`src/sv/hkid_ram.sv`:
```
// Generic simple dual port RAM: one write port, one read port, registered read.
// No dependencies.
module hkid_ram #(
  parameter int WIDTH = 8,
  parameter int DEPTH = 16
) (
  input  logic                     clk,
  input  logic                     we,
  input  logic [$clog2(DEPTH)-1:0] waddr,
  input  logic [WIDTH-1:0]         wdata,
  input  logic [$clog2(DEPTH)-1:0] raddr,
  output logic [WIDTH-1:0]         rdata
);

  logic [WIDTH-1:0] mem [DEPTH];
  logic [WIDTH-1:0] rdata_r;

  always_ff @(posedge clk) begin
    if (we) begin
      mem[waddr] <= wdata;
    end
    rdata_r <= mem[raddr];
  end

  assign rdata = rdata_r;

endmodule

```
`config.mk`:
```
export PLATFORM = sky130hd
export DESIGN_NAME = hkid_ram
export DESIGN_NICKNAME = d
export VERILOG_FILES = /design/src/sv/hkid_ram.sv
export SDC_FILE = /design/constraint.sdc
export NUM_CORES = 1
export LEC_CHECK = 0
export BUFFER_PORTS_ARGS = -buffer_cell sky130_fd_sc_hd__buf_2
export CAP_MARGIN = 20
export CORE_ASPECT_RATIO = 1.1
export CORE_UTILIZATION = 50
export CTS_BUF_LIST = sky130_fd_sc_hd__clkbuf_4 sky130_fd_sc_hd__clkbuf_8
export DETAILED_ROUTE_END_ITERATION = 8
export GPL_TIMING_DRIVEN = 1
export PLACE_DENSITY_LB_ADDON = 0.1
export SYNTH_ARGS = -nofsm -noshare
export SYNTH_HDL_FRONTEND = slang
export SYNTH_SLANG_ARGS = --single-unit
```
`constraint.sdc`:
```
create_clock -name clk -period 2.3 [get_ports clk]
set_input_delay 0.115 -clock clk [delete_from_list [all_inputs] [get_ports clk]]
set_output_delay 0.115 -clock clk [all_outputs]
set_load 0.02 [all_outputs]
```
==> out/metrics.yaml <==
sta:
  relSlewSlack_pct: 49.0
  grt_setup_unrepaired: "no"
  setup_viol: 0
  period_share_pct: 58.9
  skew_ps: 9.04
  max_slew.worst_pin.slew_ps: 763
  setup_ws_ps: 946
  hold-worst-slack_ps: 62.8
  finalHoldViolCount: 0
  setup_tns_ps: 0
  max_freq_ghz: 0.739
  fin_crit_ps: 1350
  drv_slew: 0
placed_design:
  dp_hpwl_mm: 5.86
  gp_congestion: 0.690
  post_dp_cell_area_um2: 5500
  pre_cts_ws_ps: 581
  port_buffers: 25
synthesis:
  synth_edf_count: 128
  ys_warn_count: 0
  synth_cells: 229
  mappedNetlistNets: 247
  yosys_most_used_dff: "edfxtp_1"
  seq_area_frac_synth_pct: 77.8
  synth-seq-cells: 136
  syn_avg_cell_area_um2: 22.5
  synthArstFlopShare_pct: 0
  ys_types: 19
  synth_area_um2: 5150
drt:
  viasPerCell: 5.70
  wl_mm: 9.35
  dr.pass1.iters: 4
  ant_nets: 0
  drtIter0Drc: 137
  wl_per_cell_um: 22.5
  num_vias: 2367
  drc: 0
clock_tree:
  post_cts_buffers: 0
  cts_tree: "done"
  cts.sinks: 136
  cts.path.max_buffers: 2
  cts_inserted_buffers: 17
  clk_pin_slew_ps: 70
  root_buffer: "clkbuf_8"
  cts_hold_buf: 0
  insertion_delay_ps: 430
  ctsResizeCount: 0
  htree_num_levels: 4
final_layout:
  nets: 300
  multiInputGateArea_um2: 1060
  antenna_cells: 0
  fillers: 714
  drive_gt1_share_pct: 32.2
  ff_latch_area_um2: 4000
  final_area_um2: 5920
  synthToLayoutAreaGrowth_pct: 15.0
global_routing:
  grt_max_degree: 33
  track_usage_pct: 19.9
  grt_overflow: 0
  grt_pass1_vias: 2373
  antenna_found_initial: 0
  grt_pass1_wl_mm: 14.3
worst_hold_path:
  min-delay-start: "wdata[4]"
  hold_path_class: "input port to register"
status:
  outcome: "finished clean"
floorplan:
  initial_core_util_pct: 51.8
  io_pins: 26
  die_w_um: 98.7
  die_y_um: 108
  die_area_um2: 10700
  core-area_um2: 9940
  num_rows: 38
setup_path:
  start_kind: "register"
  path_max_fanout: 1
  cp_slowest_stage_delay_ps: 490
  worstPathArrival_ps: 1660
  cp_slowest_cell: "mux4_1"
  crit_chain: "mux4_1, a22oi_1, nand2_1"
  cp_data_required_time_ps: 2610
  timing.rr.start: "mem[9][2]$_DFFE_PP_"
  worstSetupPathType: "register to register"
  worstSetupStartpoint: "mem[9][2]$_DFFE_PP_"
  cp-end-kind: "register"
power:
  finalPower_mw: 5.05
  p_leak_nw: 2.02
  p_per_area_nw_per_um2: 853
  vdd_drop_max_uv: 464
flow_run:
  cap_viol_max_count: 0
==> worst max-delay path, delay by kind of cell (launching register included) <==
family	cells	cell delay, ps
AOI/OAI and AO/OA	1	310
DFF	1	350
muxes	1	490
and+or+nand+nor	1	80
==> synthesized netlist by cell type (2+ instances only) <==
| cell | n | area share [%] |
|---|---|---|
| buf_2 | 3 | 0.29 |
| dfxtp_1 | 8 | 3.1 |
| edfxtp_1 | 128 | 75 |
| nand3b_1 | 2 | 0.29 |
| clkdlybuf4s25_2 | 3 | 0.58 |
| nor2_1 | 13 | 0.95 |
| mux4_2 | 18 | 7.9 |
| nor3_1 | 4 | 0.39 |
| buf_6 | 3 | 0.66 |
| mux4_1 | 14 | 7.1 |
| a22oi_1 | 16 | 2.3 |
| nand2_1 | 9 | 0.66 |
| nand2b_1 | 2 | 0.24 |
==> cells by family (layout without fill, tap and decap cells) <==
group	count (synthesis)	count (layout)	synth area share, %
simple gates	35	35	3.18
flops	136	136	77.8
mux	32	32	15.0
buf+inv	10	76	1.68
compound gates	16	16	2.33
==> layout make-up <==
class                           count  share of cell area (%)
Clock buffer                       20                    4.54
Sequential cell                   136                    67.6
Tap cell                          120                    2.54
Clock inverter                     12                    2.51
Timing Repair Buffer               44                    4.94
Multi-Input combinational cell     83                    17.9
==> report_power, final <==
group	internal, mW	switching (mW)	leakage [nW]
clock	1.14	0.860	0.216
sequential	2.77	0.0163	1.22
combinational	0.111	0.157	0.580
==> layer usage <==
metal | GRT usage [%] | wire length (um) | vias to the layer above
met1 | 25.6 | 3960 | 1215
met3 | 5.82 | 552 | 5
met4 | 7.68 | 76 | 0
li1 | - | - | 1074
met2 | 32.4 | 4760 | 73
met5 | 0 | 0 | -
==> metrics by stage <==
| step | std cells | utilization [%] |
|---|---|---|
| after floorplan | 229 | - |
| after global placement | 383 | 55.4 |
| after detailed placement | 383 | 55.4 |
| after CTS | 415 | 59.6 |
| after global routing | 415 | 59.6 |
| final | 415 | 59.6 |
==> state kept, by name, indices dropped and copies added (netlist names) <==
| name | count |
|---|---|
| rdata | 8 |
| mem | 128 |
==> layout by cell type (no fill, tap or decap) <==
master        n
edfxtp_1    128
buf_2        25
clkbuf_8     19
mux4_2       18
buf_4        17
a22oi_1      16
mux4_1       14
nor2_1       13
nand2_1       9
dfxtp_1       8
clkinv_2      5
nor3_1        4
bufinv_16     3
nand3b_1      2
nand2b_1      2
clkinv_4      2
buf_12        2
nor2b_1       1
and2_1        1
and2b_1       1
nand3_1       1
or3b_2        1
clkbuf_4      1
clkinvlp_4    1
inv_6         1
==> path summary, 6_finish.rpt <==
kind | endpoint | slack (ps) | cells past startpoint
min | mem[1][4]$_DFFE_PP_ | 60 | 1
min reg2reg | rdata[5]$_DFF_P_ | 680 | 3
max | rdata[2]$_DFF_P_ | 950 | 3
max reg2reg | rdata[2]$_DFF_P_ | 950 | 3
Power figures use the tool's default switching activity.
