$ cat config.mk
export PLATFORM = sky130hd
export DESIGN_NAME = hkid_calc
export DESIGN_NICKNAME = d
export VERILOG_FILES = /design/src/sv/hkid_pkg.sv /design/src/sv/hkid_calc.sv
export SDC_FILE = /design/constraint.sdc
export NUM_CORES = 2
export LEC_CHECK = 0
export ABC_AREA = 0
export BUFFER_PORTS_ARGS = -buffer_cell sky130_fd_sc_hd__buf_4
export CAP_MARGIN = 0
export CORE_AREA = 3 3 287 289
export DETAILED_ROUTE_END_ITERATION = 10
export DIE_AREA = 0 0 290 292
export PLACE_DENSITY = 0.52
export SYNTH_ARGS = -nofsm -noshare
export SYNTH_HDL_FRONTEND = slang
export SYNTH_SLANG_ARGS = --single-unit
$ cat constraint.sdc
create_clock -name vclk -period 21.7
set_input_delay 2.17 -clock vclk [all_inputs]
set_output_delay 2.17 -clock vclk [all_outputs]
set_load 0.01 [all_outputs]
$ cat src/sv/hkid_pkg.sv
// Shared types, sizes and helpers for the hot key sketch id allocator.
// No dependencies; hkid_calc, the top level and the testbench files import this package.
package hkid_pkg;

  // The bucket is the low key bits, so NUM_BUCKETS must be a power of two.
  localparam int NUM_BUCKETS = 4096;
  localparam int WAYS        = 4;
  localparam int WAY_W       = 2;
  localparam int BKT_W       = $clog2(NUM_BUCKETS);
  localparam int KEY_W       = 32;
  localparam int CNT_W       = 32;
  localparam int ID_W        = 12;
  localparam int WGT_W       = 16;
  localparam int THR_W       = 16;
  localparam int TOT_W       = 48;
  localparam int FIFO_DEPTH  = 4096;
  localparam int FIFO_AW     = 12;
  localparam int FILL_W      = 13;
  localparam int DECAY_MUL   = 64881;
  localparam int DECAY_W     = 16;
  localparam longint LIMIT_MUL = longint'(NUM_BUCKETS) * 2560;
  localparam int CLR_N       = (NUM_BUCKETS > FIFO_DEPTH) ? NUM_BUCKETS : FIFO_DEPTH;
  localparam int CLR_W       = $clog2(CLR_N);
  localparam int ROW_W       = WAYS * (KEY_W + CNT_W + ID_W);

  localparam logic REQ_INSERT = 1'b0;
  localparam logic REQ_QUERY  = 1'b1;

  typedef struct packed {
    logic [KEY_W-1:0] key;
    logic [CNT_W-1:0] cnt;
    logic [ID_W-1:0]  id;
  } slot_t;

  typedef slot_t [WAYS-1:0] row_t;

  typedef struct packed {
    row_t             row;
    logic             take_id;
    logic             newly_hot;
    logic             is_hot;
    logic [ID_W-1:0]  hot_index;
    logic [KEY_W-1:0] key_echo;
  } calc_t;

  function automatic logic [CNT_W-1:0] sat_add(input logic [CNT_W-1:0] a,
                                               input logic [WGT_W-1:0] b);
    logic [CNT_W:0] s;
    s = {1'b0, a} + {{(CNT_W + 1 - WGT_W){1'b0}}, b};
    return s[CNT_W] ? {CNT_W{1'b1}} : s[CNT_W-1:0];
  endfunction

endpackage

$ cat src/sv/hkid_calc.sv
// Bucket update logic: match, weight add, id take, bubble up, miss fill and query lookup.
// Depends on hkid_pkg.
module hkid_calc import hkid_pkg::*; (
  input  row_t             row,
  input  logic             req_type,
  input  logic [KEY_W-1:0] key,
  input  logic [WGT_W-1:0] weight,
  input  logic [CNT_W-1:0] thr,
  input  logic             fifo_empty,
  input  logic [ID_W-1:0]  head_id,
  output calc_t            res
);

  logic [WAYS-1:0]  match;
  logic             hit;
  logic [WAY_W-1:0] mi;
  logic [WAY_W-1:0] j;
  logic             stop;
  logic             empty_found;
  logic [WAY_W-1:0] ei;
  logic             hot_found;
  logic [ID_W-1:0]  hot_id;
  slot_t            mv;

  always_comb begin
    res         = '0;
    res.row     = row;
    hit         = 1'b0;
    mi          = '0;
    empty_found = 1'b0;
    ei          = '0;
    hot_found   = 1'b0;
    hot_id      = '0;
    stop        = 1'b0;
    for (int i = WAYS - 1; i >= 0; i--) begin
      match[i] = (row[i].cnt != '0) && (row[i].key == key);
      if (match[i]) begin
        hit = 1'b1;
        mi  = WAY_W'(i);
      end
      if (row[i].cnt == '0) begin
        empty_found = 1'b1;
        ei          = WAY_W'(i);
      end
      if (match[i] && row[i].id != '0) begin
        hot_found = 1'b1;
        hot_id    = row[i].id;
      end
    end
    mv     = row[mi];
    mv.cnt = sat_add(row[mi].cnt, weight);
    if (mv.cnt >= thr && !fifo_empty && mv.id == '0) begin
      mv.id         = head_id;
      res.take_id   = 1'b1;
    end
    j = mi;
    for (int k = 0; k < WAYS - 1; k++) begin
      if (!stop && j != '0 && mv.cnt > row[j - 1'b1].cnt) begin
        j = j - 1'b1;
      end else begin
        stop = 1'b1;
      end
    end
    if (req_type == REQ_QUERY) begin
      res.take_id   = 1'b0;
      res.is_hot    = hot_found;
      res.hot_index = hot_id;
      res.key_echo  = hot_found ? '0 : key;
    end else if (hit) begin
      res.newly_hot = res.take_id;
      for (int p = 0; p < WAYS; p++) begin
        if (WAY_W'(p) == j) begin
          res.row[p] = mv;
        end else if (p > 0 && WAY_W'(p) > j && WAY_W'(p) <= mi) begin
          res.row[p] = row[p - 1];
        end
      end
    end else begin
      res.take_id = 1'b0;
      if (empty_found) begin
        res.row[ei].key = key;
        res.row[ei].cnt = {{(CNT_W - WGT_W){1'b0}}, weight};
      end else if (row[WAYS-1].id == '0) begin
        res.row[WAYS-1].key = key;
        res.row[WAYS-1].cnt = sat_add(row[WAYS-1].cnt, weight);
      end
    end
  end

endmodule

==> run_summary.xml <==
<?xml version="1.0" encoding="UTF-8"?>
<metrics>
  <group name="cells_and_area">
    <metric name="final_core_util" unit="">0.383</metric>
    <metric name="final.clkbuf_count" unit="">0</metric>
    <metric name="num-nets-final" unit="">4631</metric>
    <metric name="final_layout_size_suffix_gt1_frac" unit="">0.282</metric>
    <metric name="post_route_non_filler_standard_cell_count" unit="">5152</metric>
    <metric name="areaGrowthSynthToFinish" unit="%">33.1</metric>
    <metric name="post-route-cell-area" unit="sq um">30700</metric>
    <metric name="layout.area.seq" unit="sq um">0</metric>
    <metric name="design.seq.count" unit="">0</metric>
  </group>
  <group name="floorplanning">
    <metric name="fp-row-count" unit="">104</metric>
    <metric name="fp.dieArea" unit="sq um">84700</metric>
    <metric name="dieHeight" unit="um">292</metric>
    <metric name="design.portCount" unit="">749</metric>
    <metric name="fp.dieW" unit="um">290</metric>
    <metric name="core_footprint" unit="sq um">80200</metric>
    <metric name="floorplan.initialDensity" unit="">0.287</metric>
  </group>
  <group name="logic_synthesis">
    <metric name="synth_simple_gate_area_share" unit="">0.234</metric>
    <metric name="syn-num-nets" unit="">4042</metric>
    <metric name="compound_gate_portion_of_the_synthesized_area" unit="">0.325</metric>
    <metric name="post_synth_mux_area_share" unit="">0.199</metric>
    <metric name="synth_cell_types" unit="">81</metric>
    <metric name="synth_xor_area_frac" unit="">0.0641</metric>
    <metric name="synth_area_per_cell" unit="sq um">6.62</metric>
    <metric name="netlist_area" unit="sq um">23000</metric>
    <metric name="synthAdderAreaFrac" unit="">0.0900</metric>
    <metric name="synth-seq-area-share" unit="">0</metric>
    <metric name="netlist_instances" unit="">3481</metric>
    <metric name="synth_top_family_by_area" unit="">compound AO/OA/AOI/OAI gates</metric>
    <metric name="synth.yosys.warnings" unit="">0</metric>
  </group>
  <group name="placement">
    <metric name="detailed_place_hpwl" unit="um">123000</metric>
    <metric name="gp_congestion" unit="">0.984</metric>
    <metric name="dpl_cell_area" unit="sq um">30300</metric>
    <metric name="dp.cells" unit="">5113</metric>
    <metric name="io_buffers" unit="">749</metric>
    <metric name="dp_worst_setup_slack" unit="ps">-74.0</metric>
  </group>
  <group name="global_route">
    <metric name="first_global_vias" unit="">30874</metric>
    <metric name="overflow" unit="">0</metric>
    <metric name="grt_pass1_wl" unit="um">229000</metric>
    <metric name="total_routing_usage_gr" unit="">0.358</metric>
    <metric name="grt_max_degree" unit="">74</metric>
    <metric name="grt_antenna_before_repair" unit="">23</metric>
  </group>
  <group name="setup_path">
    <metric name="max_stage_delay" unit="ps">570</metric>
    <metric name="worst_setup_path_start_kind" unit="">primary input</metric>
    <metric name="worstPathRequired" unit="ps">19530</metric>
    <metric name="cp_max_fo" unit="">33</metric>
    <metric name="crit_path_end_kind" unit="">output pin</metric>
    <metric name="critPathArrivalTime" unit="ps">18690</metric>
    <metric name="worst_path_max_delay_cell" unit="">sky130_fd_sc_hd__or4_4</metric>
    <metric name="critical_path_class" unit="">in2out</metric>
  </group>
  <group name="drt">
    <metric name="drt_first_pass_iters" unit="">6</metric>
    <metric name="vias_per_cell" unit="">6.39</metric>
    <metric name="route.antenna.remaining_nets" unit="">0</metric>
    <metric name="wl_per_cell" unit="um">31.7</metric>
    <metric name="vias" unit="">32904</metric>
    <metric name="drt_wl_total" unit="um">163000</metric>
    <metric name="drt_iter0_markers" unit="">3951</metric>
    <metric name="route.detailed.drc" unit="">0</metric>
  </group>
  <group name="timing">
    <metric name="timing.final.setup_violations" unit="">0</metric>
    <metric name="maxSlewViolCount" unit="">0</metric>
    <metric name="unrepaired_setup_endpoints_after_global_routing" unit="">false</metric>
    <metric name="max_freq" unit="GHz">0.0479</metric>
    <metric name="timing_worst_slew_pin_value" unit="ps">1210</metric>
    <metric name="fin_tns_setup" unit="ps">0</metric>
    <metric name="final_min_period_over_clock_period" unit="">0.961</metric>
    <metric name="whs" unit="ps">4670</metric>
    <metric name="finalHoldViolCount" unit="">0</metric>
    <metric name="period_minus_slack" unit="ps">20860</metric>
    <metric name="timing.max_slew.rel_slack" unit="">0.185</metric>
    <metric name="post-route-worst-setup-slack" unit="ps">837</metric>
  </group>
  <group name="power">
    <metric name="power.density_cell_area" unit="nW/um^2">19.5</metric>
    <metric name="vdd_ir_drop_max" unit="mV">0.0112</metric>
    <metric name="total_power" unit="uW">597</metric>
    <metric name="p_leak" unit="nW">13.4</metric>
  </group>
  <group name="status">
    <metric name="run_status" unit="">complete, no violations</metric>
  </group>
  <group name="worst_hold_path">
    <metric name="worstHoldStart" unit="">row[9]</metric>
    <metric name="hold_class" unit="">in2out</metric>
    <metric name="min_path_cells" unit="">4</metric>
    <metric name="hold_path_end" unit="">res[56]</metric>
  </group>
  <group name="job">
    <metric name="maxCapViolations" unit="">0</metric>
  </group>
  <group name="clocking">
    <metric name="ctsHoldBuffers" unit="">0</metric>
  </group>
</metrics>
how the worst max path moves through the flow:
| stage | slack, ps | from | depth (start not counted) | endpoint |
|---|---|---|---|---|
| after floorplan | 560 | key[27] | 89 | res[150] |
| after global placement | 80 | key[10] | 87 | res[258] |
| after detailed placement | -70 | key[10] | 87 | res[258] |
| after CTS | 40 | key[1] | 90 | res[225] |
| after global routing | 30 | key[28] | 89 | res[62] |
| final | 840 | key[1] | 88 | res[62] |
layout make-up:
| type | instances | area (sq um) |
|---|---|---|
| repair buffers | 932 | 7250 |
| fillers | 8734 | 49500 |
| diodes | 24 | 60.1 |
| inverters | 165 | 621 |
| well taps | 1060 | 1330 |
| multi-input cells | 2971 | 21400 |
cell usage after synthesis (all sizes together) (4+ instances only):
master / count / area, sq um
a211oi: 9 / 77.6
a21boi: 8 / 63.8
a21o: 72 / 541
a21oi: 372 / 1880
a221o: 26 / 260
a221oi: 6 / 58.8
a22o: 81 / 709
a22oi: 38 / 285
a2bb2oi: 20 / 181
a311oi: 9 / 78.8
a31oi: 11 / 68.8
a41oi: 8 / 70.1
and2: 23 / 144
and3: 109 / 682
and4: 6 / 52.6
buf: 126 / 594
clkbuf: 220 / 826
ha: 161 / 2010
inv: 165 / 619
mux2: 42 / 477
mux2i: 201 / 2020
mux4: 93 / 2090
nand2: 420 / 1580
nand2b: 18 / 113
nand3: 87 / 435
nand4: 60 / 382
nor2: 226 / 851
nor2b: 24 / 150
nor3: 29 / 155
nor4: 93 / 607
nor4b: 4 / 35.0
o211ai: 12 / 90.1
o21a: 17 / 128
o21ai: 260 / 1310
o221ai: 28 / 251
o22ai: 114 / 713
o2bb2ai: 17 / 149
o31ai: 12 / 90.1
o32ai: 35 / 307
or2: 6 / 37.5
or3: 14 / 87.6
or4: 4 / 30.0
xnor2: 58 / 523
xor2: 109 / 955
per-layer routing:
| layer | global-route usage | vias up | wire [um] |
|---|---|---|---|
| li1 | - | 14216 | - |
| met1 | 0.459 | 15954 | 63300 |
| met2 | 0.587 | 2315 | 74900 |
| met3 | 0.0647 | 415 | 16500 |
| met4 | 0.155 | 4 | 8540 |
| met5 | 0.00499 | - | 172 |
report_power, final:
group / leakage, nW / switching (mW) / internal [mW]
registers: 0 / 0 / 0
logic: 13.4 / 0.353 / 0.244
clock network: 0.000146 / 0 / 0.000000125
cells by family (layout without fill, tap and decap cells):
group           Yosys count  in the layout
compound gates         1174           1174
xor+xnor                167            167
fa+ha+maj               165            165
buf+inv                 511           1097
mux                     336            336
other cells               0             24
simple gates           1128           1129
critical path, delay by kind of cell:
| family | cells | cell delay [ps] |
|---|---|---|
| buf+inv | 13 | 2390 |
| xor+xnor | 2 | 400 |
| compound gates | 40 | 6610 |
| fa+ha+maj | 6 | 1700 |
| simple gates | 22 | 3890 |
| mux | 5 | 1490 |
what timing repair did:
action                                 4_1_cts  5_1_grt
endpoints found under the hold margin        0        0
gates resized for setup                      2       45
pin swaps                                    1       10
setup endpoints to repair                   46      304
gates cloned                                 0        1
buffers inserted                             2       12
placed cells by master (no fill, tap or decap), types with 18 or more instances in the layout:
master / count
sky130_fd_sc_hd__a2bb2oi_1: 18
sky130_fd_sc_hd__nand2_1: 414
sky130_fd_sc_hd__nand2b_1: 18
sky130_fd_sc_hd__nor4_1: 80
sky130_fd_sc_hd__a221o_1: 26
sky130_fd_sc_hd__o221ai_1: 27
sky130_fd_sc_hd__a21oi_1: 362
sky130_fd_sc_hd__a21o_1: 72
sky130_fd_sc_hd__xnor2_1: 54
sky130_fd_sc_hd__mux2_2: 39
sky130_fd_sc_hd__o21ai_0: 229
sky130_fd_sc_hd__xor2_1: 109
sky130_fd_sc_hd__inv_1: 160
sky130_fd_sc_hd__ha_1: 159
sky130_fd_sc_hd__nand3_1: 86
sky130_fd_sc_hd__o21ai_1: 28
sky130_fd_sc_hd__nor2b_1: 24
sky130_fd_sc_hd__and3_1: 108
sky130_fd_sc_hd__o32ai_1: 35
sky130_fd_sc_hd__buf_4: 909
sky130_fd_sc_hd__a22o_1: 81
sky130_fd_sc_hd__o22ai_1: 113
sky130_fd_sc_hd__nand4_1: 59
sky130_fd_sc_hd__nor3_1: 21
sky130_fd_sc_hd__diode_2: 24
sky130_fd_sc_hd__nor2_1: 221
sky130_fd_sc_hd__mux4_2: 93
sky130_fd_sc_hd__buf_12: 18
sky130_fd_sc_hd__a22oi_1: 38
sky130_fd_sc_hd__mux2i_1: 198
(Power assumes the default switching activity.)
